<file path="src/design/rse_pkg.sv">
// shared constants and types for the rpn stack evaluator
package rse_pkg;

	localparam int DATA_W        = 32;
	localparam int DEPTH_OUT_W   = 5;
	localparam int STACK_DEPTH_D = 16;

	localparam logic [2:0] OP_PUSH = 3'd0;
	localparam logic [2:0] OP_ADD  = 3'd1;
	localparam logic [2:0] OP_SUB  = 3'd2;
	localparam logic [2:0] OP_MUL  = 3'd3;
	localparam logic [2:0] OP_DIV  = 3'd4;

	localparam logic [1:0] ST_OK      = 2'd0;
	localparam logic [1:0] ST_UNDER   = 2'd1;
	localparam logic [1:0] ST_OVER    = 2'd2;
	localparam logic [1:0] ST_DIVZERO = 2'd3;

	typedef enum logic [1:0] {
		S_IDLE,
		S_READ,
		S_DIV,
		S_EMIT
	} state_t;

endpackage

</file>
<file path="src/design/rse_ram.sv">
// generic single-write, single-read ram with registered read data
module rse_ram #(
	parameter int WIDTH = 32,
	parameter int DEPTH = 16
) (
	input  logic                     clk,
	input  logic                     we,
	input  logic [$clog2(DEPTH)-1:0] waddr,
	input  logic [WIDTH-1:0]         wdata,
	input  logic [$clog2(DEPTH)-1:0] raddr,
	output logic [WIDTH-1:0]         rdata
);

	logic [WIDTH-1:0] mem_q [DEPTH];

	always_ff @(posedge clk) begin
		if (we) begin
			mem_q[waddr] <= wdata;
		end
		rdata <= mem_q[raddr];
	end

endmodule

</file>
<file path="src/design/rse_div.sv">
// iterative signed divider, one quotient bit per cycle, truncates toward zero
module rse_div
	import rse_pkg::*;
(
	input  logic              clk,
	input  logic              arst_n,
	input  logic              start,
	input  logic [DATA_W-1:0] num,
	input  logic [DATA_W-1:0] den,
	output logic              done,
	output logic [DATA_W-1:0] quot
);

	localparam int CW = $clog2(DATA_W);

	logic              busy_q;
	logic              done_q;
	logic [CW-1:0]     cnt_q;
	logic [DATA_W-1:0] q_q;
	logic [DATA_W-1:0] d_q;
	logic [DATA_W-1:0] rem_q;
	logic              neg_q;
	logic [DATA_W:0]   shifted;
	logic [DATA_W:0]   diff;
	logic              fits;

	always_comb begin
		shifted = {rem_q, q_q[DATA_W-1]};
		diff    = shifted - {1'b0, d_q};
		fits    = !diff[DATA_W];
	end

	always_ff @(posedge clk or negedge arst_n) begin
		if (!arst_n) begin
			busy_q <= 1'b0;
			done_q <= 1'b0;
			cnt_q  <= '0;
		end else begin
			done_q <= 1'b0;
			if (start) begin
				busy_q <= 1'b1;
				cnt_q  <= '0;
			end else if (busy_q) begin
				cnt_q <= cnt_q + CW'(1);
				if (cnt_q == CW'(DATA_W - 1)) begin
					busy_q <= 1'b0;
					done_q <= 1'b1;
				end
			end
		end
	end

	// magnitudes in, sign applied on the way out
	always_ff @(posedge clk) begin
		if (start) begin
			q_q   <= num[DATA_W-1] ? (~num + DATA_W'(1)) : num;
			d_q   <= den[DATA_W-1] ? (~den + DATA_W'(1)) : den;
			rem_q <= '0;
			neg_q <= num[DATA_W-1] ^ den[DATA_W-1];
		end else if (busy_q) begin
			rem_q <= fits ? diff[DATA_W-1:0] : shifted[DATA_W-1:0];
			q_q   <= {q_q[DATA_W-2:0], fits};
		end
	end

	assign done = done_q;
	assign quot = neg_q ? (~q_q + DATA_W'(1)) : q_q;

endmodule

</file>
<file path="src/design/rpn_stack_evaluator_top.sv">
// rpn stack evaluator: postfix integer tokens on an operand stack held in ram
// push and unused opcodes finish in idle; add, subtract and multiply first read the second
// entry from ram (S_READ); divide then runs the bit-serial divider (S_DIV), which is skipped
// when the divisor is zero; each result passes a pending register, then the output register
// the next beat is taken only once the result has moved to the output register (S_EMIT)
// top of stack is also kept in a register; every entry, top included, is written to the stack ram
// reset clears the stack pointer and control; ram contents are left as they are
module rpn_stack_evaluator_top
	import rse_pkg::*;
#(
	parameter int STACK_DEPTH = STACK_DEPTH_D
) (
	input  logic        clk,
	input  logic        arst_n,
	input  logic        s_axis_tvalid,
	output logic        s_axis_tready,
	input  logic [31:0] s_axis_tdata,   // operand[31:0]
	input  logic [3:0]  s_axis_tuser,   // opcode[2:0], start_req[3]
	output logic        m_axis_tvalid,
	input  logic        m_axis_tready,
	output logic [39:0] m_axis_tdata,   // top_value[31:0], stack_depth[36:32], zero pad
	output logic [1:0]  m_axis_tuser    // status[1:0]
);

	localparam int PW = $clog2(STACK_DEPTH + 1);
	localparam int AW = $clog2(STACK_DEPTH);

	state_t state_q, state_nx;

	logic [PW-1:0]     sp_q, sp_nx, sp_eff;
	logic [PW-1:0]     sp_eff_m2;
	logic [DATA_W-1:0] top_q, top_nx;
	logic [2:0]        op_q;

	logic              we;
	logic [AW-1:0]     waddr;
	logic [DATA_W-1:0] wdata;
	logic [AW-1:0]     raddr;
	logic [DATA_W-1:0] second;

	logic [PW-1:0]     sp_m2;
	logic [2*DATA_W-1:0] prod;
	logic [DATA_W-1:0] alu;
	logic              div_start;
	logic              div_done;
	logic [DATA_W-1:0] div_quot;

	logic              finish;
	logic [1:0]        fin_status;
	logic [PW+DEPTH_OUT_W-1:0] sp_wide;

	logic              pend_valid_q;
	logic [DATA_W-1:0] pend_top_q;
	logic [DEPTH_OUT_W-1:0] pend_depth_q;
	logic [1:0]        pend_status_q;

	logic              out_valid_q;
	logic [DATA_W-1:0] out_top_q;
	logic [DEPTH_OUT_W-1:0] out_depth_q;
	logic [1:0]        out_status_q;
	logic              slot_free;

	logic [2:0]        in_op;
	logic              in_start;

	assign in_op     = s_axis_tuser[2:0];
	assign in_start  = s_axis_tuser[3];
	assign slot_free = !out_valid_q || m_axis_tready;
	assign s_axis_tready = (state_q == S_IDLE);

	rse_ram #(
		.WIDTH(DATA_W),
		.DEPTH(STACK_DEPTH)
	) u_stack (
		.clk  (clk),
		.we   (we),
		.waddr(waddr),
		.wdata(wdata),
		.raddr(raddr),
		.rdata(second)
	);

	rse_div u_div (
		.clk   (clk),
		.arst_n(arst_n),
		.start (div_start),
		.num   (second),
		.den   (top_q),
		.done  (div_done),
		.quot  (div_quot)
	);

	always_comb begin
		sp_m2 = sp_q - PW'(2);
		prod  = {{DATA_W{1'b0}}, second} * {{DATA_W{1'b0}}, top_q};
		case (op_q)
			OP_ADD:  alu = second + top_q;
			OP_SUB:  alu = second - top_q;
			default: alu = prod[DATA_W-1:0];
		endcase
	end

	always_comb begin
		state_nx      = state_q;
		sp_nx         = sp_q;
		top_nx        = top_q;
		sp_eff        = in_start ? '0 : sp_q;
		sp_eff_m2     = sp_eff - PW'(2);
		we            = 1'b0;
		waddr         = sp_m2[AW-1:0];
		wdata         = alu;
		raddr         = '0;
		div_start     = 1'b0;
		finish        = 1'b0;
		fin_status    = ST_OK;
		unique case (state_q)
			S_IDLE: begin
				raddr = sp_eff_m2[AW-1:0];
				if (s_axis_tvalid) begin
					sp_nx = sp_eff;
					case (in_op) inside
						OP_PUSH: begin
							finish = 1'b1;
							if (sp_eff >= PW'(STACK_DEPTH)) begin
								fin_status = ST_OVER;
							end else begin
								we     = 1'b1;
								waddr  = sp_eff[AW-1:0];
								wdata  = s_axis_tdata;
								sp_nx  = sp_eff + PW'(1);
								top_nx = s_axis_tdata;
							end
						end
						OP_ADD, OP_SUB, OP_MUL, OP_DIV: begin
							if (sp_eff < PW'(2)) begin
								finish     = 1'b1;
								fin_status = ST_UNDER;
							end else begin
								state_nx = S_READ;
							end
						end
						default: finish = 1'b1;
					endcase
				end
			end
			S_READ: begin
				if (op_q == OP_DIV) begin
					if (top_q == '0) begin
						finish     = 1'b1;
						fin_status = ST_DIVZERO;
					end else begin
						div_start = 1'b1;
						state_nx  = S_DIV;
					end
				end else begin
					finish = 1'b1;
					we     = 1'b1;
					sp_nx  = sp_q - PW'(1);
					top_nx = alu;
				end
			end
			S_DIV: begin
				if (div_done) begin
					finish = 1'b1;
					we     = 1'b1;
					wdata  = div_quot;
					sp_nx  = sp_q - PW'(1);
					top_nx = div_quot;
				end
			end
			S_EMIT: begin
				if (slot_free) begin
					state_nx = S_IDLE;
				end
			end
			default: state_nx = S_IDLE;
		endcase
		if (finish) begin
			state_nx = S_EMIT;
		end
		sp_wide = {{DEPTH_OUT_W{1'b0}}, sp_nx};
	end

	always_ff @(posedge clk or negedge arst_n) begin
		if (!arst_n) begin
			state_q      <= S_IDLE;
			sp_q         <= '0;
			pend_valid_q <= 1'b0;
			out_valid_q  <= 1'b0;
		end else begin
			state_q <= state_nx;
			sp_q    <= sp_nx;
			if (finish) begin
				pend_valid_q <= 1'b1;
			end else if (state_q == S_EMIT && slot_free) begin
				pend_valid_q <= 1'b0;
			end
			if (state_q == S_EMIT && slot_free) begin
				out_valid_q <= pend_valid_q;
			end else if (m_axis_tready) begin
				out_valid_q <= 1'b0;
			end
		end
	end

	always_ff @(posedge clk) begin
		top_q <= top_nx;
		if (state_q == S_IDLE) begin
			op_q <= in_op;
		end
		if (finish) begin
			pend_top_q    <= (sp_nx == '0) ? '0 : top_nx;
			pend_depth_q  <= sp_wide[DEPTH_OUT_W-1:0];
			pend_status_q <= fin_status;
		end
		if (state_q == S_EMIT && slot_free) begin
			out_top_q    <= pend_top_q;
			out_depth_q  <= pend_depth_q;
			out_status_q <= pend_status_q;
		end
	end

	assign m_axis_tvalid = out_valid_q;
	assign m_axis_tdata  = {3'b000, out_depth_q, out_top_q};
	assign m_axis_tuser  = out_status_q;

endmodule

</file>
<file path="config.mk">
export PLATFORM = sky130hd
export DESIGN_NAME = rpn_stack_evaluator_top
export DESIGN_NICKNAME = d
export VERILOG_FILES = /design/src/design/rse_pkg.sv /design/src/design/rse_ram.sv /design/src/design/rse_div.sv /design/src/design/rpn_stack_evaluator_top.sv
export SDC_FILE = /design/constraint.sdc
export NUM_CORES = 2
export LEC_CHECK = 0
export BUFFER_PORTS_ARGS = -buffer_cell sky130_fd_sc_hd__buf_2
export CAP_MARGIN = 5
export CORE_MARGIN = 3
export CORE_UTILIZATION = 40
export DETAILED_ROUTE_END_ITERATION = 16
export GPL_TIMING_DRIVEN = 1
export HOLD_SLACK_MARGIN = 0.12
export PLACE_DENSITY = 0.57
export RECOVER_POWER = 25
export SLEW_MARGIN = 20
export SYNTH_ARGS = -nofsm -noshare
export SYNTH_HDL_FRONTEND = slang
export SYNTH_SLANG_ARGS = --single-unit
</file>
<file path="constraint.sdc">
create_clock -name clk -period 8.4 [get_ports clk]
set_clock_uncertainty 0.05 [all_clocks]
set_input_delay 1.68 -clock clk [delete_from_list [all_inputs] [get_ports clk]]
set_output_delay 1.68 -clock clk [all_outputs]
set_load 0.01 [all_outputs]
</file>
**Word-level counts from Yosys, hierarchy flattened**

Memory sizes are Yosys's and may differ from the RTL's. A register that Yosys moved wholly into a read port is not among the register bits.
Cells that the tools add are included.

- Bits in registers: 226
- Bits in latches: 0
- Bits in writable memories: 512
- Bits in read-only memories: 0
- Bits of input ports: 40
- Output and inout bits: 44
- Memories: 1

Memories:

| memory | words | width | read ports | clocked after Yosys merged registers in | write ports | line | source |
|---|---|---|---|---|---|---|---|
| u_stack.mem_q | 16 | 32 | 1 | 1 | 1 | rse_ram.sv:14 | `logic [WIDTH-1:0] mem_q [DEPTH];` |

- Add/subtract/negate cells: 11
- Multipliers: 1
- Div/mod/pow operators: 0
- Order comparisons: 2
- Equal/unequal tests: 18
- Shift operators: 0
- Muxes and demuxes: 77
- Bitwise gates (word level): 4
- Reductions and logical operators: 14

Operators with widths:

| kind | number |
|---|---|
| $mux W32 | 14 |
| $pmux W32 S2 | 2 |
| $add A32 B1 Y32 const B | 3 |
| $not A32 Y32 | 3 |
| $pmux W32 S3 | 1 |
| $mux W5 | 8 |
| $sub A33 B32 Y33 | 1 |
| $add A32 B32 Y32 | 1 |
| $logic_not A32 Y1 | 1 |
| $mul A32 B32 Y32 | 1 |
| $sub A32 B32 Y32 | 1 |
| $mux W31 | 1 |
| $mux W1 | 28 |
| $mux W2 | 13 |
| $mux W4 | 5 |
| $ne A3 B3 Y1 const B | 5 |
| $pmux W5 S3 | 1 |
| $add A5 B1 Y5 const B | 2 |
| $eq A3 B2 Y1 const B | 3 |
| $reduce_and A8 Y1 | 1 |
| $sub A4 B2 Y4 const B | 2 |
| $eq A3 B1 Y1 const B | 2 |
| $eq A3 B3 Y1 const B | 2 |
| $pmux W1 S3 | 2 |
| 20 further kinds | 24 |

**Depth between registers and ports, before layout**

- Word-level depth: 9
- Depth in mapped cells: 29
- Depth with buffers taken out: 27

**Modules after synthesis**

Synthesis repeated with hierarchy kept, for this count alone.

- Cell total of the unflattened synthesis: 4298
- Area, all modules: 51002.7 um^2

Modules (own cells, without submodules):

| module | times used | cells an instance | area each (um^2) |
|---|---|---|---|
| rpn_stack_evaluator_top | 1 | 2587 | 23448.7 |
| rse_ram | 1 | 838 | 19835.3 |
| rse_div | 1 | 873 | 7718.7 |

**Worst setup path after synthesis**

No wires, ideal clock.

- Path type: register -> register
- Start: reg top_q[8]
- End: mem u_stack.mem_q[0][25] (data pin)
- Data arrival time: 7.443 ns
- Slack: 0.577 ns
- Stages on the path, launching flop included: 29
- Period minus slack after synthesis: 7.823 ns
- Path through: dfxtp_1 > clkbuf_1 > clkbuf_1 > clkbuf_1 > nand2_1 > fa_1 > inv_1 > fa_1 > fa_1 > inv_1 > fa_1 > inv_1 > fa_1 > inv_1 > fa_1 > inv_1 > fa_1 > fa_1 > ha_1 > and3_1 > nand2_1 > a21oi_1 > nand3_1 > o31a_1 > o21ai_0 > xnor2_1 > o21ai_0 > nor2_1 > o21ai_0

- Cells in the longest elaborated chain, start to end: 6
- Elaborated cells between the ends (all ways): 9
- Those cells by class: 2 x add/sub; 1 x mul; 6 x mux

Ends and longest elaborated chain:

| element | line | source |
|---|---|---|
| start, declared | rpn_stack_evaluator_top.sv:32 | `logic [DATA_W-1:0] top_q, top_nx;` |
| start signal, assigned | rpn_stack_evaluator_top.sv:207 | `top_q <= top_nx;` |
| $mul A32 B32 Y32 (tied with other cells) | rpn_stack_evaluator_top.sv:95 | `prod = {{DATA_W{1'b0}}, second} * {{DATA_W{1'b0}}, top_q};` |
| $pmux W32 S2 * | rpn_stack_evaluator_top.sv:96 | `case (op_q)` |
| $mux W32 | rpn_stack_evaluator_top.sv:124 | `if (sp_eff >= PW'(STACK_DEPTH)) begin` |
| $mux W32 | rpn_stack_evaluator_top.sv:121 | `case (in_op) inside` |
| $mux W32 | rpn_stack_evaluator_top.sv:119 | `if (s_axis_tvalid) begin` |
| $pmux W32 S2 * | rpn_stack_evaluator_top.sv:116 | `unique case (state_q)` |
| named net u_stack.wdata[25] | rse_ram.sv:9 | `input logic [WIDTH-1:0] wdata,` |
| end, declared | rse_ram.sv:14 |  |

Mark *: on every way through the listed nets, which the timed path passes. The rest lies on a longest branch.

**Worst setup path after layout**

- Start: reg u_stack.rdata[5], read port of u_stack.mem_q
- End: mem u_stack.mem_q[0][26] (data pin)

- Cells in the longest elaborated chain, start to end: 6
- Elaborated cells between the ends (all ways): 9
- Those cells by class: 2 x add/sub; 1 x mul; 6 x mux

Ends and longest elaborated chain:

| element | line | source |
|---|---|---|
| start, declared | rse_ram.sv:11 | `output logic [WIDTH-1:0] rdata` |
| $mul A32 B32 Y32 (tied with other cells) | rpn_stack_evaluator_top.sv:95 |  |
| $pmux W32 S2 * | rpn_stack_evaluator_top.sv:96 |  |
| $mux W32 | rpn_stack_evaluator_top.sv:124 |  |
| $mux W32 | rpn_stack_evaluator_top.sv:121 |  |
| $mux W32 | rpn_stack_evaluator_top.sv:119 |  |
| $pmux W32 S2 * | rpn_stack_evaluator_top.sv:116 |  |
| named net u_stack.wdata[26] | rse_ram.sv:9 |  |

Marks and branches as above.

==> summary.md <==
| Metric | Value |
|---|---|
| Status | `finished, violations left` |
| Worst setup path startpoint | `u_stack.rdata[5]` |
| Post-synthesis simple-gate area fraction | `0.125` |
| Compound-Gate Fraction of Synth Area | `0.118` |
| Post-Place Cells | `~6600` |
| First-pass detailed-route iteration total | `8` |
| Setup_tns | `0 ns` |
| Initial Utilization | `0.405` |
| Die width | `366 um` |
| Die Ht | `366 um` |
| Worst skew pair latency | `0.70 ns` |
| CP max stage delay | `approximately 0.77 ns` |
| Fin cells | `6729` |
| Area Overhead vs Synth | `10.8%` |
| Site Rows | `131` |
| #FFs+latches synth | `a little under 800` |
| Minimum clock period | `between 8 and 9 ns` |
| Failing checks | `max-capacitance violations, max-slew violations` |
| Final Cycle Share | `0.967` |
| Crit-path slowest cell | `dfxtp_1` |
| Post-synth EDFFs | `around 660` |
| DRC viols | `0` |
| Slew Limit Fails | `202` |
| Initial antenna violation count | `14` |
| Top FF cell, synth | `edfxtp_1` |
| DRT antenna net count | `0` |
| Final setup violation count | `0` |
| R2R depth | `25` |
| Port Buffers | `80` |
| Mux contribution to synthesized area | `0.0270` |
| Reg2reg end | `u_stack.mem_q[0][26]` |
| Synthesized area per cell | `10.6 um2` |
| Sink Count | `770` |
| Gr usage total | `0.250` |
| Adder-Cell Fraction of Synth Area | `0.206` |
| Synth Cell Area | `51900 um2` |
| Area share of the largest cell type after synthesis | `0.380` |
| Routed vias/inst | `5.62` |
| Slew at the pin closest to its max-slew limit | `2.47 ns` |
| CP Max Fanout | `16` |
| Max-slew headroom | `-0.648` |
| Worst hold path type | `reg -> reg` |
| Reg2reg start | `u_stack.rdata[5]` |
| Post-Synth XOR/XNOR Area | `0.0433` |
| Root Buffer | `clkbuf_16` |
| R2r setup slk | `0.28 ns` |
| First-pass GRT wire length | `250 mm` |
| Largest area contributor in the netlist | `edfxtp_1` |
| Combinational family with the most area after synthesis | `adder cells` |
| Fraction of final layout cells sized beyond drive strength 1 | `0.0745` |
| Vias in the first global route | `37400` |
| Fin nets | `approximately 5600` |
| Wire per inst | `25.3 um` |
| Top cell by count, worst path | `fa_1` |
| RSZ-0062 raised after global routing | `false` |
| Total grt overflow | `0` |
| WP data arrival | `8.46 ns` |
| Post-synth ARST share | `0.0208` |
| Largest cells by area after synthesis | `edfxtp_1 38%, fa_1 16%, ha_1 4.8%` |
| Routability Congestion | `0.987` |
| Final hold vios | `0` |
| Sequential fraction of the synthesis area | `0.425` |
| Max Cap Viol | `8` |
| Worst-path clk slew | `0.06 ns` |
| Maximum clock rate | `123 MHz` |
| Fill count | `around 12000` |
| Critical path data required time | `8.74 ns` |
| Die Footprint | `about 130000 um2` |
| Post-synthesis cell count | `between 4000 and 5000` |
| Synth warn | `0` |
| TritonCTS clock tree | `done` |
| CTS Buffer Depth | `3` |
| Via count | `37800` |
| CTS HTree Levels | `3` |
| TritonCTS Buffers | `slightly above 80` |
| Total wire length | `170 mm` |
| Largest net degree at the start of global routing | `94` |
| HPWL Detailed | `between 100 and 150 mm` |
| Crit Path Category | `reg -> reg` |
| Crit path to | `u_stack.mem_q[0][26]` |
| Yosys cell types | `84` |
| Core Box Area | `128000 um2` |
| Initial DRC count | `3598` |
| Critical path capture point type | `flip-flop` |
| Worst Setup Start Kind | `flip-flop` |
| I/O pin cnt | `84` |
[per-stage QoR]
step / hold slack (ns) / setup slack (ns) / cell area, um2 / utilization
CTS: 0.370 / 0.302 / 57700 / 0.450
floorplan: 0.350 / 0.577 / 52000 / -
detailed placement: 0.355 / 0.357 / 54900 / 0.428
global route: 0.375 / 0.0190 / 57600 / 0.449
finish: 0.368 / 0.276 / 57600 / 0.449
global placement: 0.352 / 0.411 / 54900 / 0.428
[cell usage in the layout, fill, tap and decap left out, types with 65 or more instances in the layout]
master / count
xor2_1: 125
o221ai_1: 65
ha_1: 198
mux2i_1: 138
o21ai_0: 187
buf_4: 150
inv_1: 450
clkbuf_16: 83
and2_1: 337
nor2_1: 141
xnor2_1: 131
edfxtp_1: 658
nand2_1: 636
fa_1: 410
clkbuf_1: 78
a21oi_1: 420
dfxtp_1: 96
[worst max-delay path: cells and delay by family (launching register included)]
| family | cells | cell delay [ns] |
|---|---|---|
| buffers and inverters | 5 | 0.84 |
| xor gates and xnor gates | 1 | 0.21 |
| DFF | 1 | 0.77 |
| and+or+nand+nor | 1 | 0.20 |
| adders and majority gates | 9 | 3.54 |
| AOI/OAI and AO/OA | 9 | 2.23 |
[layout make-up]
cell class              instances  area [um2]  share of cell area
clock inverters                43         598              0.0104
diodes                          6        15.0            0.000261
flip-flops and latches        770       22100               0.384
clock buffers                 107        2210              0.0383
repair buffers                252        1650              0.0286
well taps                    1729        2160              0.0376
inverters                     453        1700              0.0296
multi-input cells            3369       27200               0.472
[how the worst min path moves through the flow]
| stage | startpoint | to | slack, ns | depth (start not counted) |
|---|---|---|---|---|
| 4_1_cts | pend_depth_q[1] | out_depth_q[1] | 0.37 | 0 |
| 3_3_place_gp | pend_top_q[6] | out_top_q[6] | 0.35 | 0 |
| 3_5_place_dp | pend_top_q[6] | out_top_q[6] | 0.36 | 0 |
| 5_1_grt | pend_depth_q[1] | out_depth_q[1] | 0.37 | 0 |
| 2_1_floorplan | pend_status_q[0] | m_axis_tuser[0] | 0.35 | 0 |
| 6_report | pend_depth_q[1] | out_depth_q[1] | 0.37 | 0 |
[per-layer routing]
metal,global-route usage,wire [um],up-vias
li1,-,-,16800
met3,0.0492,14800,356
met2,0.397,77600,1634
met1,0.337,69800,19000
met4,0.0999,7790,10
met5,0,60,-
[synth_stat cells, types with 8 or more instances]
master and number:
a211oi_1 20, a21o_1 48, a21oi_1 420, a221o_1 10, a22oi_1 10, a31oi_1 20, and2_1 337, and3_1 10
buf_1 34, buf_2 8, clkbuf_1 251, dfrtp_1 16, dfxtp_1 96, edfxtp_1 658, fa_1 410, ha_1 199
inv_1 450, mux2i_1 138, nand2_1 636, nand2b_1 27, nand3_1 32, nand4_1 9, nor2_1 161, nor2b_1 22
nor3_1 43, o211ai_1 13, o21a_1 23, o21ai_0 191, o21bai_1 13, o221ai_1 65, o22ai_1 50, o31a_1 10
o31ai_1 44, o41ai_1 9, or2_2 11, or3_1 23, or4_1 13, xnor2_1 131, xor2_1 126
[sequential cells by signal, summed over array words and instances, names as in the netlist, 2 cells and up]
signal / count
out_depth_q: 5
u_div.d_q: 32
top_q: 32
sp_q: 5
u_stack.mem_q: 512
pend_top_q: 32
out_top_q: 32
pend_status_q: 2
u_div.q_q: 32
pend_depth_q: 5
state_q: 2
u_stack.rdata: 32
u_div.rem_q: 32
m_axis_tuser: 2
op_q: 3
u_div.cnt_q: 5
[kinds of logic after synthesis]
group | after synthesis
AND/OR/NAND/NOR | 1354
AO/OA/AOI/OAI | 1006
flip-flops | 770
buffers and inverters | 755
adder cells (fa/ha/maj) | 609
XOR/XNOR | 257
multiplexers | 140
other | 1
[what timing repair did]
item,CTS,global route
hold buffers,0,0
setup endpoints to repair,0,16
setup buffers,0,0
gates resized for setup,0,1
Power is left out: the tool's default activity adds up to more than one toggle a clock period on the data nets, which glitch-free logic cannot reach.
